### src/lms_system_identifier_top_assert.svh
// ---------------------------------------------------------------------------
// LMS system identifier assertion macros
// Concurrent checks sampled on clk, quiet while rst_n is low.
// ---------------------------------------------------------------------------
`ifndef LMS_SYSTEM_IDENTIFIER_TOP_ASSERT_SVH
`define LMS_SYSTEM_IDENTIFIER_TOP_ASSERT_SVH

// The consequent must hold in the same cycle as the antecedent.
`define LMS_SI_ASSERT_SAME(lbl, pre, post, msg) \
  lbl: assert property (@(posedge clk) disable iff (!rst_n) (pre) |-> (post)) else $error(msg);

// The consequent must hold in the cycle after the antecedent.
`define LMS_SI_ASSERT_NEXT(lbl, pre, post, msg) \
  lbl: assert property (@(posedge clk) disable iff (!rst_n) (pre) |=> (post)) else $error(msg);

`endif

### src/lms_si_pkg.sv
// ---------------------------------------------------------------------------
// LMS system identifier package
// Shared widths, register indexes, the tap payload and control types.
// ---------------------------------------------------------------------------
`default_nettype none

package lms_si_pkg;

  localparam int SAMPLE_W   = 16;
  localparam int WEIGHT_W   = 24;
  localparam int STEP_W     = 15;
  localparam int SE_W       = 32;
  localparam int PROD_W     = SE_W + SAMPLE_W;
  localparam int MAC_PROD_W = WEIGHT_W + SAMPLE_W;
  localparam int UPD_SHIFT  = 25;
  localparam int OUT_SHIFT  = 20;

  localparam int CFG_ADDR_W = 1;
  localparam int CFG_DATA_W = 15;

  localparam logic [CFG_ADDR_W-1:0] CFG_IDX_FROZEN = 1'b0;
  localparam logic [CFG_ADDR_W-1:0] CFG_IDX_STEP   = 1'b1;

  localparam logic [STEP_W-1:0] STEP_RESET = 15'd164;

  // One tap of the adaptive filter: its weight and the noise sample it pairs with.
  typedef struct packed {
    logic signed [WEIGHT_W-1:0] w;
    logic signed [SAMPLE_W-1:0] h;
  } tap_t;

  // Control shared by the cell chain and the arithmetic unit.
  typedef struct packed {
    logic rotate;
    logic update;
    logic hist_shift;
  } chain_ctrl_t;

  typedef enum logic [2:0] {
    ST_IDLE,
    ST_MAC,
    ST_OUT_Y,
    ST_ERR,
    ST_STEP,
    ST_UPD,
    ST_FINISH
  } lms_state_t;

endpackage

`default_nettype wire

### src/lms_si_cell.sv
// ---------------------------------------------------------------------------
// LMS identifier tap cell
// Holds one weight and one noise sample; rotates with the ring or shifts the
// noise delay line by one position.
// ---------------------------------------------------------------------------
`default_nettype none

module lms_si_cell (
  input  wire logic                                  clk,
  input  wire logic                                  rst_n,
  input  wire lms_si_pkg::chain_ctrl_t               ctrl,
  input  wire lms_si_pkg::tap_t                      rot_in,
  input  wire logic signed [lms_si_pkg::SAMPLE_W-1:0] hist_in,
  output lms_si_pkg::tap_t                           tap_q
);
  import lms_si_pkg::*;

  tap_t tap_r;

  // Rotation moves the whole tap; the history shift moves the sample only.
  always_ff @(posedge clk) begin
    if (!rst_n) begin
      tap_r <= '0;
    end else if (ctrl.rotate) begin
      tap_r <= rot_in;
    end else if (ctrl.hist_shift) begin
      tap_r.h <= hist_in;
    end
  end

  assign tap_q = tap_r;

endmodule

`default_nettype wire

### config.mk
export PLATFORM = sky130hd
export DESIGN_NAME = lms_si_cell
export DESIGN_NICKNAME = d
export VERILOG_FILES = /design/src/lms_system_identifier_top_assert.svh /design/src/lms_si_pkg.sv /design/src/lms_si_cell.sv
export SDC_FILE = /design/constraint.sdc
export NUM_CORES = 1
export LEC_CHECK = 0
export BUFFER_PORTS_ARGS = -buffer_cell sky130_fd_sc_hd__clkbuf_2
export CAP_MARGIN = 20
export CORE_MARGIN = 10
export CORE_UTILIZATION = 39
export DETAILED_ROUTE_END_ITERATION = 12
export GPL_ROUTABILITY_DRIVEN = 0
export HOLD_SLACK_MARGIN = 0.05
export PLACE_DENSITY = 0.83
export SLEW_MARGIN = 10
export SYNTH_ARGS = -nofsm -noshare
export SYNTH_HDL_FRONTEND = slang
export SYNTH_SLANG_ARGS = --single-unit
export TNS_END_PERCENT = 50
### constraint.sdc
create_clock -name clk -period 1.05 [get_ports clk]
set_input_delay 0.1575 -clock clk [delete_from_list [all_inputs] [get_ports clk]]
set_output_delay 0.1575 -clock clk [all_outputs]
set_load 0.03 [all_outputs]
# ---- Word level (Yosys, flattened, before mapping)
# Index checks and enable logic that the tools add are counted.
dict set report totals {
  out_inout_bits 40
  in_bits 61
  regBits 40
  elab_cells 5
}
dict set report classes {
  n_mux 2
  n_reduce_logical 1
}
# op n
set op_table {}
lappend op_table {{two-way mux 16 bit} 2}
lappend op_table {{nonzero test 2 bit} 1}

# ---- Longest topological paths before layout
dict set report logic_depth {
  word_depth 2
  mapped_depth 4
  depth_no_buf 2
}

# ---- Worst setup path after synthesis
# Ideal clock, no wire load.
dict set report synth_path {
  path_type {input to register}
  from {in ctrl[0] (netlist name)}
  to {reg tap_r (netlist bit tap_q[10])}
  setup_ns 0.116
  arrival_time_ns 0.886
  cell_stages 4
  setup_slack_ns 0.048
  t_required_ns 0.934
  cell_sequence {buf_6 -> buf_12 -> mux2_4 -> o211a_1}
}
dict set report synth_between {
  elab_chain_len 1
}
# item line_no
set synth_lines {}
lappend synth_lines {{from (decl)} lms_si_cell.sv:11} ;# input wire lms_si_pkg::chain_ctrl_t ctrl,
lappend synth_lines {{nonzero test 2 bit (no source line)} --}
lappend synth_lines {{to (signal assigned)} lms_si_cell.sv:25} ;# tap_r <= rot_in;
lappend synth_lines {{to (decl)} lms_si_cell.sv:18} ;# tap_t tap_r;
# Every way passes these cells.
# A chain may end at the register's enable or synchronous reset.

# ---- Worst setup path after layout
dict set report layout_path {
  from {reg tap_r (netlist bit tap_q[16])}
  to {out tap_q[16] (netlist name)}
}
# item line_no
set layout_lines {}
lappend layout_lines {{to (decl)} lms_si_cell.sv:14} ;# output lms_si_pkg::tap_t tap_q
# No word-level cell between the ends.

==> metrics.txt <==
result of the run=finished clean; largest fanout on the critical path=2; R2R Setup Slk=approximately 160 ps; number of buffers inserted during clock tree synthesis=5; global-route wire length before repair=~6.9 mm; max reg flops=40; filler cell count in the final layout=roughly 400; minimum clock period after layout=around 1000 ps; number of endpoints failing setup at the final stage=0; post-synthesis sequential area ratio=between 40% and 50%; sequence of cells on the critical path=clkbuf_2; number of global-route vias before repair=approximately 1500; total of max-cap violations=0; path class of the lowest-slack min-delay path=in -> reg; count of different cell masters after synthesis=12; met3 WL post-DR=481 um; Slew headroom=about 87%; Post-Place Cells=about 290; Worst path depth=1; maximum clock skew at final layout=0 ps; Post-DRT Antenna Nets=0; Mapped Nets=~210; cell class contributing the biggest share of worst-path delay=flip-flops; row count=24; start point of the critical path=tap_q[16]; hold_buf cts=0; Critical Path Max Stage Delay=between 300 and 400 ps; r2r worst-path depth=2; summed instance area of the synthesized netlist=between 1500 and 2000 um^2; standby leakage power=1.342 nW; Seq. cell area=about 800 um^2; Starting Density=between 40 and 50%; Clock Sinks=40; WL per Instance=14.99 um; wire length reported by the detailed router=4.497 mm; Clock Pin Slew Worst Setup and Hold Paths=80 ps; Highest Clock Rate=0.9953 GHz; FF-to-FF Start=tap_q[8]; height of the die=just under 90 um; Peak supply drop=0.6390 mV; via-per-instance ratio=about 4.7; grt ovf=0; data required time of the worst path=~890 ps; area of the core region=between 4000 and 5000 um^2; final worst path period share=between 90% and 100%; area of the multi-input gates=between 800 and 900 um^2; Die Outline Area=between 7000 and 8000 um^2; maximum number of pins on one net before global-route repair=34; number of buffers inserted by post-CTS setup repair=0; type of element capturing the critical path=output port; die span in x=~87 um; WS Path Type=reg -> out; slew at the pin closest to its max-slew limit=196.4 ps; Yosys Warn Count=0; number of instances in the synthesized netlist=148; Syn Area/Cell=roughly 12 um^2; Top Metal Used=met4; capture point of the worst path=tap_q[16]; power per standard cell area=between 1000 and 1500 nW/um^2; detailed-route via count=about 1400; post-synthesis to final-layout area growth=36.66%; CTS tree=done; combined global-route utilization of all metal layers=between 10 and 15%; H-tree depth=2; number of antenna violations at the first check in global routing=0; Finished Layout Cells=300; total design power=0.003466 W; 1st-pass router iterations=4; number of violations reported at the end of detailed-routing iteration 0=34; maximum number of buffers from clock root to sink=2; buffers plus inverters on the worst setup path=1; DRC violation count after routing=0; HPWL after DPL=about 3.5 mm; boundary pin count=between 100 and 150; Critical Path Source Type=flip-flop; net count of the finished layout=approximately 310; Inserted Diodes=0; endpoint of the most critical register-to-register path=tap_q[8]; share of cells above drive strength 1=about 52%; final max-slew violation count=0; setup repair after global routing missed its margin=false; CTS root buffer=sky130_fd_sc_hd__clkbuf_8; met2 WL post-DR=about 2.1 mm; Final Hold Vio Count=0; Critical Path Slowest Stage Cell=sky130_fd_sc_hd__dfxtp_1; number of flip-flops and latches in the synthesized netlist=40; arrival time reported for the critical path endpoint=about 850 ps; routed metal-1 wirelength=around 1.8 mm; buffers added on ports=between 90 and 100; worst skew pair latency=280 ps
-- placed cells by master (no fill, tap or decap) --
master and n:
sky130_fd_sc_hd__nand2b_1 16, sky130_fd_sc_hd__mux2i_1 24, sky130_fd_sc_hd__nor2b_1 24, sky130_fd_sc_hd__clkinv_2 2, sky130_fd_sc_hd__buf_2 5, sky130_fd_sc_hd__clkbuf_8 6
sky130_fd_sc_hd__dfxtp_1 40, sky130_fd_sc_hd__o211a_1 16, sky130_fd_sc_hd__buf_12 3, sky130_fd_sc_hd__buf_4 2, sky130_fd_sc_hd__mux2_4 10, sky130_fd_sc_hd__mux2_2 6
sky130_fd_sc_hd__clkbuf_2 94
-- layout make-up --
class                   count  area share (%)
multi-input cells          96           36.22
well taps                  52           2.714
flip-flops and latches     40           33.40
clock inverters             2          0.4175
clock buffers               6           3.445
repair buffers            104           23.80
-- metal layers --
metal  vias to the layer above  GRT usage (%)
met1                       638          11.93
met3                         8          5.150
met5                         -              0
li1                        707              -
met2                        61          18.92
met4                         0          5.744
-- stage by stage --
stage	util, %	hold slack [ps]	TNS (ps)	setup WS, ps	instance area (um^2)
after floorplan	-	327.0	0	47.83	1754
after global placement	52.93	411.8	-166.3	-29.46	2305
after detailed placement	52.93	426.3	-254.4	-38.46	2305
after CTS	55.06	106.7	0	23.65	2397
after global routing	55.06	120.4	0	0.2290	2397
final	55.06	116.9	0	45.31	2397
-- worst min path at each step --
stage	end	start	cells past startpoint
after detailed placement	tap_q[33]	rot_in[33]	3
after global routing	tap_q[18]	rot_in[18]	3
after CTS	tap_q[19]	rot_in[19]	3
final	tap_q[17]	rot_in[17]	3
after global placement	tap_q[24]	rot_in[24]	3
after floorplan	tap_q[34]	rot_in[34]	2
-- synthesized netlist by cell type --
library cell | number | area, um^2
sky130_fd_sc_hd__nand2b_1 | 16 | 100.1
sky130_fd_sc_hd__buf_12 | 1 | 20.02
sky130_fd_sc_hd__mux2i_1 | 24 | 240.2
sky130_fd_sc_hd__nor2b_1 | 24 | 150.1
sky130_fd_sc_hd__mux2_2 | 6 | 67.56
sky130_fd_sc_hd__o211a_1 | 16 | 160.2
sky130_fd_sc_hd__clkbuf_1 | 5 | 18.77
sky130_fd_sc_hd__mux2_4 | 10 | 150.1
sky130_fd_sc_hd__buf_4 | 4 | 30.03
sky130_fd_sc_hd__dfxtp_1 | 40 | 800.8
sky130_fd_sc_hd__buf_6 | 1 | 11.26
sky130_fd_sc_hd__buf_2 | 1 | 5.000
-- what timing repair did --
action	4_1_cts	5_1_grt
setup endpoints to repair	0	5
resized for setup	0	5
hold endpoints to repair	0	0
-- logic make-up after synthesis --
| group | synth area share, % |
|---|---|
| and+or+nand+nor | 14.27 |
| AOI/OAI and AO/OA | 9.130 |
| muxes | 26.11 |
| DFF | 45.65 |
| buffers and inverters | 4.850 |
-- where the power goes --
part,internal (W),switching [W],total [W]
combinational,0.000348,0.000409,0.000757
sequential,0.00162,0.0000482,0.00167
clock,0.000524,0.000519,0.00104
(Power assumes the default switching activity.)
