**config.mk**
```make
export PLATFORM = sky130hd
export DESIGN_NAME = lms_si_alu
export DESIGN_NICKNAME = d
export VERILOG_FILES = /design/src/lms_system_identifier_top_assert.svh /design/src/lms_si_pkg.sv /design/src/lms_si_alu.sv
export SDC_FILE = /design/constraint.sdc
export NUM_CORES = 2
export LEC_CHECK = 0
export BUFFER_PORTS_ARGS = -buffer_cell sky130_fd_sc_hd__buf_2
export CAP_MARGIN = 20
export CORE_ASPECT_RATIO = 1.2
export CORE_MARGIN = 4
export CORE_UTILIZATION = 63
export DETAILED_ROUTE_END_ITERATION = 7
export PLACE_DENSITY = 0.87
export SYNTH_ARGS = -nofsm -noshare
export SYNTH_HDL_FRONTEND = slang
export SYNTH_SLANG_ARGS = --single-unit
```
**constraint.sdc**
```tcl
create_clock -name clk -period 7.65 [get_ports clk]
set_clock_uncertainty 0.05 [all_clocks]
set_input_delay 0.3825 -clock clk [delete_from_list [all_inputs] [get_ports clk]]
set_output_delay 0.3825 -clock clk [all_outputs]
set_load 0.02 [all_outputs]
```
**src/lms_system_identifier_top_assert.svh**
```systemverilog
// ---------------------------------------------------------------------------
// LMS system identifier assertion macros
// Concurrent checks sampled on clk, quiet while rst_n is low.
// ---------------------------------------------------------------------------
`ifndef LMS_SYSTEM_IDENTIFIER_TOP_ASSERT_SVH
`define LMS_SYSTEM_IDENTIFIER_TOP_ASSERT_SVH

// The consequent must hold in the same cycle as the antecedent.
`define LMS_SI_ASSERT_SAME(lbl, pre, post, msg) \
  lbl: assert property (@(posedge clk) disable iff (!rst_n) (pre) |-> (post)) else $error(msg);

// The consequent must hold in the cycle after the antecedent.
`define LMS_SI_ASSERT_NEXT(lbl, pre, post, msg) \
  lbl: assert property (@(posedge clk) disable iff (!rst_n) (pre) |=> (post)) else $error(msg);

`endif

```
**src/lms_si_pkg.sv**
```systemverilog
// ---------------------------------------------------------------------------
// LMS system identifier package
// Shared widths, register indexes, the tap payload and control types.
// ---------------------------------------------------------------------------
`default_nettype none

package lms_si_pkg;

  localparam int SAMPLE_W   = 16;
  localparam int WEIGHT_W   = 24;
  localparam int STEP_W     = 15;
  localparam int SE_W       = 32;
  localparam int PROD_W     = SE_W + SAMPLE_W;
  localparam int MAC_PROD_W = WEIGHT_W + SAMPLE_W;
  localparam int UPD_SHIFT  = 25;
  localparam int OUT_SHIFT  = 20;

  localparam int CFG_ADDR_W = 1;
  localparam int CFG_DATA_W = 15;

  localparam logic [CFG_ADDR_W-1:0] CFG_IDX_FROZEN = 1'b0;
  localparam logic [CFG_ADDR_W-1:0] CFG_IDX_STEP   = 1'b1;

  localparam logic [STEP_W-1:0] STEP_RESET = 15'd164;

  // One tap of the adaptive filter: its weight and the noise sample it pairs with.
  typedef struct packed {
    logic signed [WEIGHT_W-1:0] w;
    logic signed [SAMPLE_W-1:0] h;
  } tap_t;

  // Control shared by the cell chain and the arithmetic unit.
  typedef struct packed {
    logic rotate;
    logic update;
    logic hist_shift;
  } chain_ctrl_t;

  typedef enum logic [2:0] {
    ST_IDLE,
    ST_MAC,
    ST_OUT_Y,
    ST_ERR,
    ST_STEP,
    ST_UPD,
    ST_FINISH
  } lms_state_t;

endpackage

`default_nettype wire

```
**src/lms_si_alu.sv**
```systemverilog
// ---------------------------------------------------------------------------
// LMS identifier arithmetic unit
// Two pipeline slots in the tap ring: one shared multiplier for the output
// dot product and for the weight update, then the saturating weight add.
// ---------------------------------------------------------------------------
`default_nettype none

module lms_si_alu (
  input  wire logic                                clk,
  input  wire lms_si_pkg::chain_ctrl_t             ctrl,
  input  wire lms_si_pkg::tap_t                    head,
  input  wire logic signed [lms_si_pkg::SE_W-1:0]  se,
  output lms_si_pkg::tap_t                         tail,
  output logic signed [lms_si_pkg::PROD_W-1:0]     prod
);
  import lms_si_pkg::*;

  localparam int D_W   = PROD_W - UPD_SHIFT;
  localparam int SUM_W = WEIGHT_W + 2;

  logic signed [SE_W-1:0]     mult_a;
  logic signed [PROD_W-1:0]   mult_p;
  tap_t                       s1_r;
  logic signed [PROD_W-1:0]   s1_p_r;
  tap_t                       s2_r;
  tap_t                       s2_nxt;
  logic signed [PROD_W-1:0]   p_rnd;
  logic signed [D_W-1:0]      delta;
  logic signed [SUM_W-1:0]    w_sum;

  // Weight for the dot product, step times error for the update.
  assign mult_a = ctrl.update ? se : SE_W'(head.w);
  assign mult_p = mult_a * head.h;

  // Round half up, then saturate the new weight to its 24-bit range.
  always_comb begin
    p_rnd  = s1_p_r + (PROD_W'(1) << (UPD_SHIFT - 1));
    delta  = p_rnd[PROD_W-1:UPD_SHIFT];
    w_sum  = SUM_W'(s1_r.w) + SUM_W'(delta);
    s2_nxt = s1_r;
    if (ctrl.update) begin
      if (&w_sum[SUM_W-1:WEIGHT_W-1] || ~|w_sum[SUM_W-1:WEIGHT_W-1]) begin
        s2_nxt.w = w_sum[WEIGHT_W-1:0];
      end else begin
        s2_nxt.w = w_sum[SUM_W-1] ? {1'b1, {(WEIGHT_W-1){1'b0}}}
                                  : {1'b0, {(WEIGHT_W-1){1'b1}}};
      end
    end
  end

  // Both slots advance with the ring.
  always_ff @(posedge clk) begin
    if (ctrl.rotate) begin
      s1_r   <= head;
      s1_p_r <= mult_p;
      s2_r   <= s2_nxt;
    end
  end

  assign tail = s2_r;
  assign prod = s1_p_r;

endmodule

`default_nettype wire

```
# Word level (Yosys, flattened, before mapping)
# Index checks and enable logic that the tools add are counted.
[classes]
n_addsub = 2
multipliers = 1
muxes = 4
n_reduce_logical = 4
[ops]
columns = ["cell", "n"]
rows = [
  ["2-to-1 mux 24 bit", 3],
  ["adder 48 x 26 -> 48 bit (second input constant)", 1],
  ["multiplier 32 x 16 -> 48 bit", 1],
  ["2-to-1 mux 32 bit", 1],
  ["adder 24 x 23 -> 25 bit", 1],
  ["AND reduction 3 bit", 1],
  ["OR reduction 3 bit", 1],
  ["logical NOT 1 bit", 1],
  ["logical OR 1 bit", 1],
]
[word_totals]
reg_bits = 128
in_bits = 76
elab_cells = 16

# Logic depth before layout (Yosys ltp)
[depth]
ltp_word = 7
ltp_mapped = 27
mapped_depth_nobuf = 24

# Worst setup path before layout
# Ideal clock, no wire load.
[synth_path]
path_kind = "input -> register"
from = "in ctrl[1] (netlist name)"
to = "reg s1_p_r[46], in the netlist prod[46] (data pin)"
setup_ns = 0.266
t_arrival_ns = 6.705
t_required_ns = 7.334
setup_slack_ns = 0.630
cell_stages = 25
path_buffers = 4
cell_sequence = "clkbuf_1 buf_1 mux2_2 clkbuf_1 and2_1 fa_1 inv_1 fa_1 fa_1 inv_1 fa_1 fa_1 inv_1 fa_1 inv_1 ha_1 buf_2 a21oi_1 o221ai_1 o21ai_0 a31oi_1 o31a_1 a41o_1 o41ai_1 xnor2_1"
[synth_between]
elab_chain_len = 2
[synth_lines]
columns = ["item", "line_no", "text"]
rows = [
  ["start, declared", "lms_si_alu.sv:10", "input wire lms_si_pkg::chain_ctrl_t ctrl,"],
  ["2-to-1 mux 32 bit", "lms_si_alu.sv:32", "assign mult_a = ctrl.update ? se : SE_W'(head.w);"],
  ["multiplier 32 x 16 -> 48 bit", "lms_si_alu.sv:33", "assign mult_p = mult_a * head.h;"],
  ["via mult_p[46]", "lms_si_alu.sv:22", "logic signed [PROD_W-1:0] mult_p;"],
  ["end signal, assigned", "lms_si_alu.sv:55", "s1_p_r <= mult_p;"],
  ["end, declared", "lms_si_alu.sv:24", "logic signed [PROD_W-1:0] s1_p_r;"],
]
# The timed path passes the listed nets, and every way through them passes these cells.
# A chain may end at the register's enable or synchronous reset.

# Worst setup path in the final report
[layout_path]
from = "in ctrl[1] (netlist name)"
to = "reg s1_p_r[29], in the netlist prod[29] (data pin)"
# Same word-level chain as after synthesis.

==> out/results.txt <==
TritonCTS buffer count -> 17
Setup bufs post-CTS -> 0
Global router's overall resource usage -> 0.318
Fmax -> 139 MHz
Crit-path slowest cell -> o21ai_0
Bufs and invs on worst path -> 7
Met2 usage -> 0.560
DRT Pass-1 Iters -> 6
Yosys reg bits -> 128
Crit path cell chain -> buf_2 -> buf_4 -> mux2_2 -> and2_1 -> fa_1 -> inv_1 -> fa_1 -> fa_1 -> inv_1 -> fa_1 -> fa_1 -> inv_1 -> fa_1 -> inv_1 -> ha_1 -> nand2_1 -> o21ai_0 -> a211oi_1 -> buf_4 -> o21ai_0 -> a21oi_1 -> o21ai_0 -> o41ai_1 -> xnor2_1
Horiz. Die Dim -> 186 um
Total number of vias -> 18300
Worst EP arrival -> 7.29 ns
WS Path Type -> in2reg
Synth Warn # -> 0
Rel. slew slack -> 0.416
Post-CTS sizing -> 0
# Max-Cap Violations -> 0
Die Y -> 222 um
Status -> completed
Detailed Place HPWL -> 50600 um
Antenna Nets Post-Route -> 0
Worst-path clk slew -> 0.06 ns
Crit path time final -> 7.17 ns
Worst Hold Depth -> 1
Syn Area/Cell -> 9.59 um2
Worst-Margin Slew -> 0.877 ns
Post-synth ARST share -> 0
Final nets -> 3337
Vias per Instance -> 5.86
Clock sink total -> 128
Final Hold Fails -> 0
Clk_lat worst skew -> 0.44 ns
Met3 Use GR -> 0.0579
Critical-path maximum fanout -> 10
Register area share after synthesis -> 0.160
Met1 usage -> 0.363
CTS tree -> built
Grt ovf -> 0
Worst setup EP type -> register
Ys flop type -> edfxtp_1
Crit path depth -> 24
Final period util -> 0.937
PortBufs -> 162
FF/Latch Area -> 3840 um2
Crit path launch type -> input pin
GRT busiest layer -> met2
Root buffer cell -> clkbuf_16
Layout area overhead -> 8.73%
Pin count of the biggest net entering global routing -> 68
Top-count cell post-synth -> inv_1
Mapped Cells -> 2497
Cell family with most CP delay -> adder cells
Post-route setup TNS -> 0 ns
Share of cells above drive strength 1 -> 0.109
CP Data Required Time -> 7.77 ns
Final wirelength -> 63000 um
WL/cell -> 20.1 um
# fillers -> 2731
Post-Synthesis Net Count -> 3199
CP dominant cell by count -> fa_1
Yosys top cell by area -> fa_1
Rows -> 78
CORE AREA -> 37700 um2
Synth cell types -> 70
Hold_buf cts -> 0
Starting Density -> 0.636
Final number of max-transition violations -> 0
Setup violations, final -> 0
CTS H-tree depth -> 4
Mapped cell area -> 24000 um2
Top post-synthesis cells by area -> fa_1 41%, edfxtp_1 16%, inv_1 8.9%
HP Class -> in2reg
Routability cong. -> 0.958
Die ar. -> 41200 um2
Multi-input gate area -> 17600 um2
Commonest cells post-synth -> 570 x inv_1, 487 x fa_1, 340 x nand2_1
Top cell type's share of synthesized area -> 0.407
Crit-path max cell delay -> 0.57 ns
RSZ-0062 raised after global routing -> false
# IOs -> 164
Vias in the first global route -> 20700
Max Buffers Root-to-Sink -> 2
DRC viols -> 0
Reg2reg setup slack -> 2.65 ns
Reg2Reg Depth -> 16
EDFF count, synth -> 128
Initial antenna violation count -> 0
First-pass GRT wire length -> 103000 um
DRT iter0 DRCs -> 1545
cells in the final DEF (no fill, tap or decap), drive strengths merged, types with 40 or more instances in the layout:
cell,count
a21oi,79
and2,200
buf,222
edfxtp,128
fa,487
ha,139
inv,576
nand2,340
nor2,60
o21ai,40
xnor2,62
metrics by stage:
step           setup slack (ns)  hold WS (ns)   util  cell area [um2]  cells
6_report                  0.481        0.0849  0.691            26000   3130
5_1_grt                   0.164        0.0735  0.691            26000   3128
4_1_cts                   0.614        0.0677  0.691            26000   3127
3_5_place_dp              0.150         0.355  0.674            25400   3095
3_3_place_gp              0.250         0.351  0.674            25400   3095
2_1_floorplan             0.630         0.350      -            24000   2497
logic make-up (layout without fill, tap and decap cells):
logic type      count (synthesis)  in the layout  share of synthesized area
fa+ha+maj                     626            626                      0.480
mux                            26             26                     0.0121
flops                         128            128                      0.160
xor+xnor                       86             86                     0.0314
compound gates                252            252                     0.0685
buf+inv                       674            825                      0.106
simple gates                  705            705                      0.142
other cells                     0              2                          0
per-layer routing:
layer / vias to the layer above / wire length (um)
met3: 260 / 4860
met2: 956 / 32800
met5: - / 0
met4: 0 / 3900
met1: 9222 / 21400
li1: 7897 / -
final timing paths:
check / startpoint / endpoint
worst max register to register: prod[25] / tail[30]
worst max-delay path: ctrl[1] / prod[29]
worst min-delay path: head[36] / s1_r[36]
worst min register to register: s1_r[7] / tail[7]
cell type report:
type,instances,area share
diodes,2,0.000192
clock buffers,17,0.0163
clock inverters,15,0.00697
inverters,571,0.0823
multi-input cells,1695,0.674
flip-flops and latches,128,0.148
well taps,480,0.0231
repair buffers,222,0.0493
sequential cells by signal (all words and copies together) (netlist names):
| name | flops |
|---|---|
| prod | 48 |
| tail | 40 |
| s1_r | 40 |
Power is left out: the tool's default activity adds up to more than one toggle a clock period on the data nets, which glitch-free logic cannot reach.
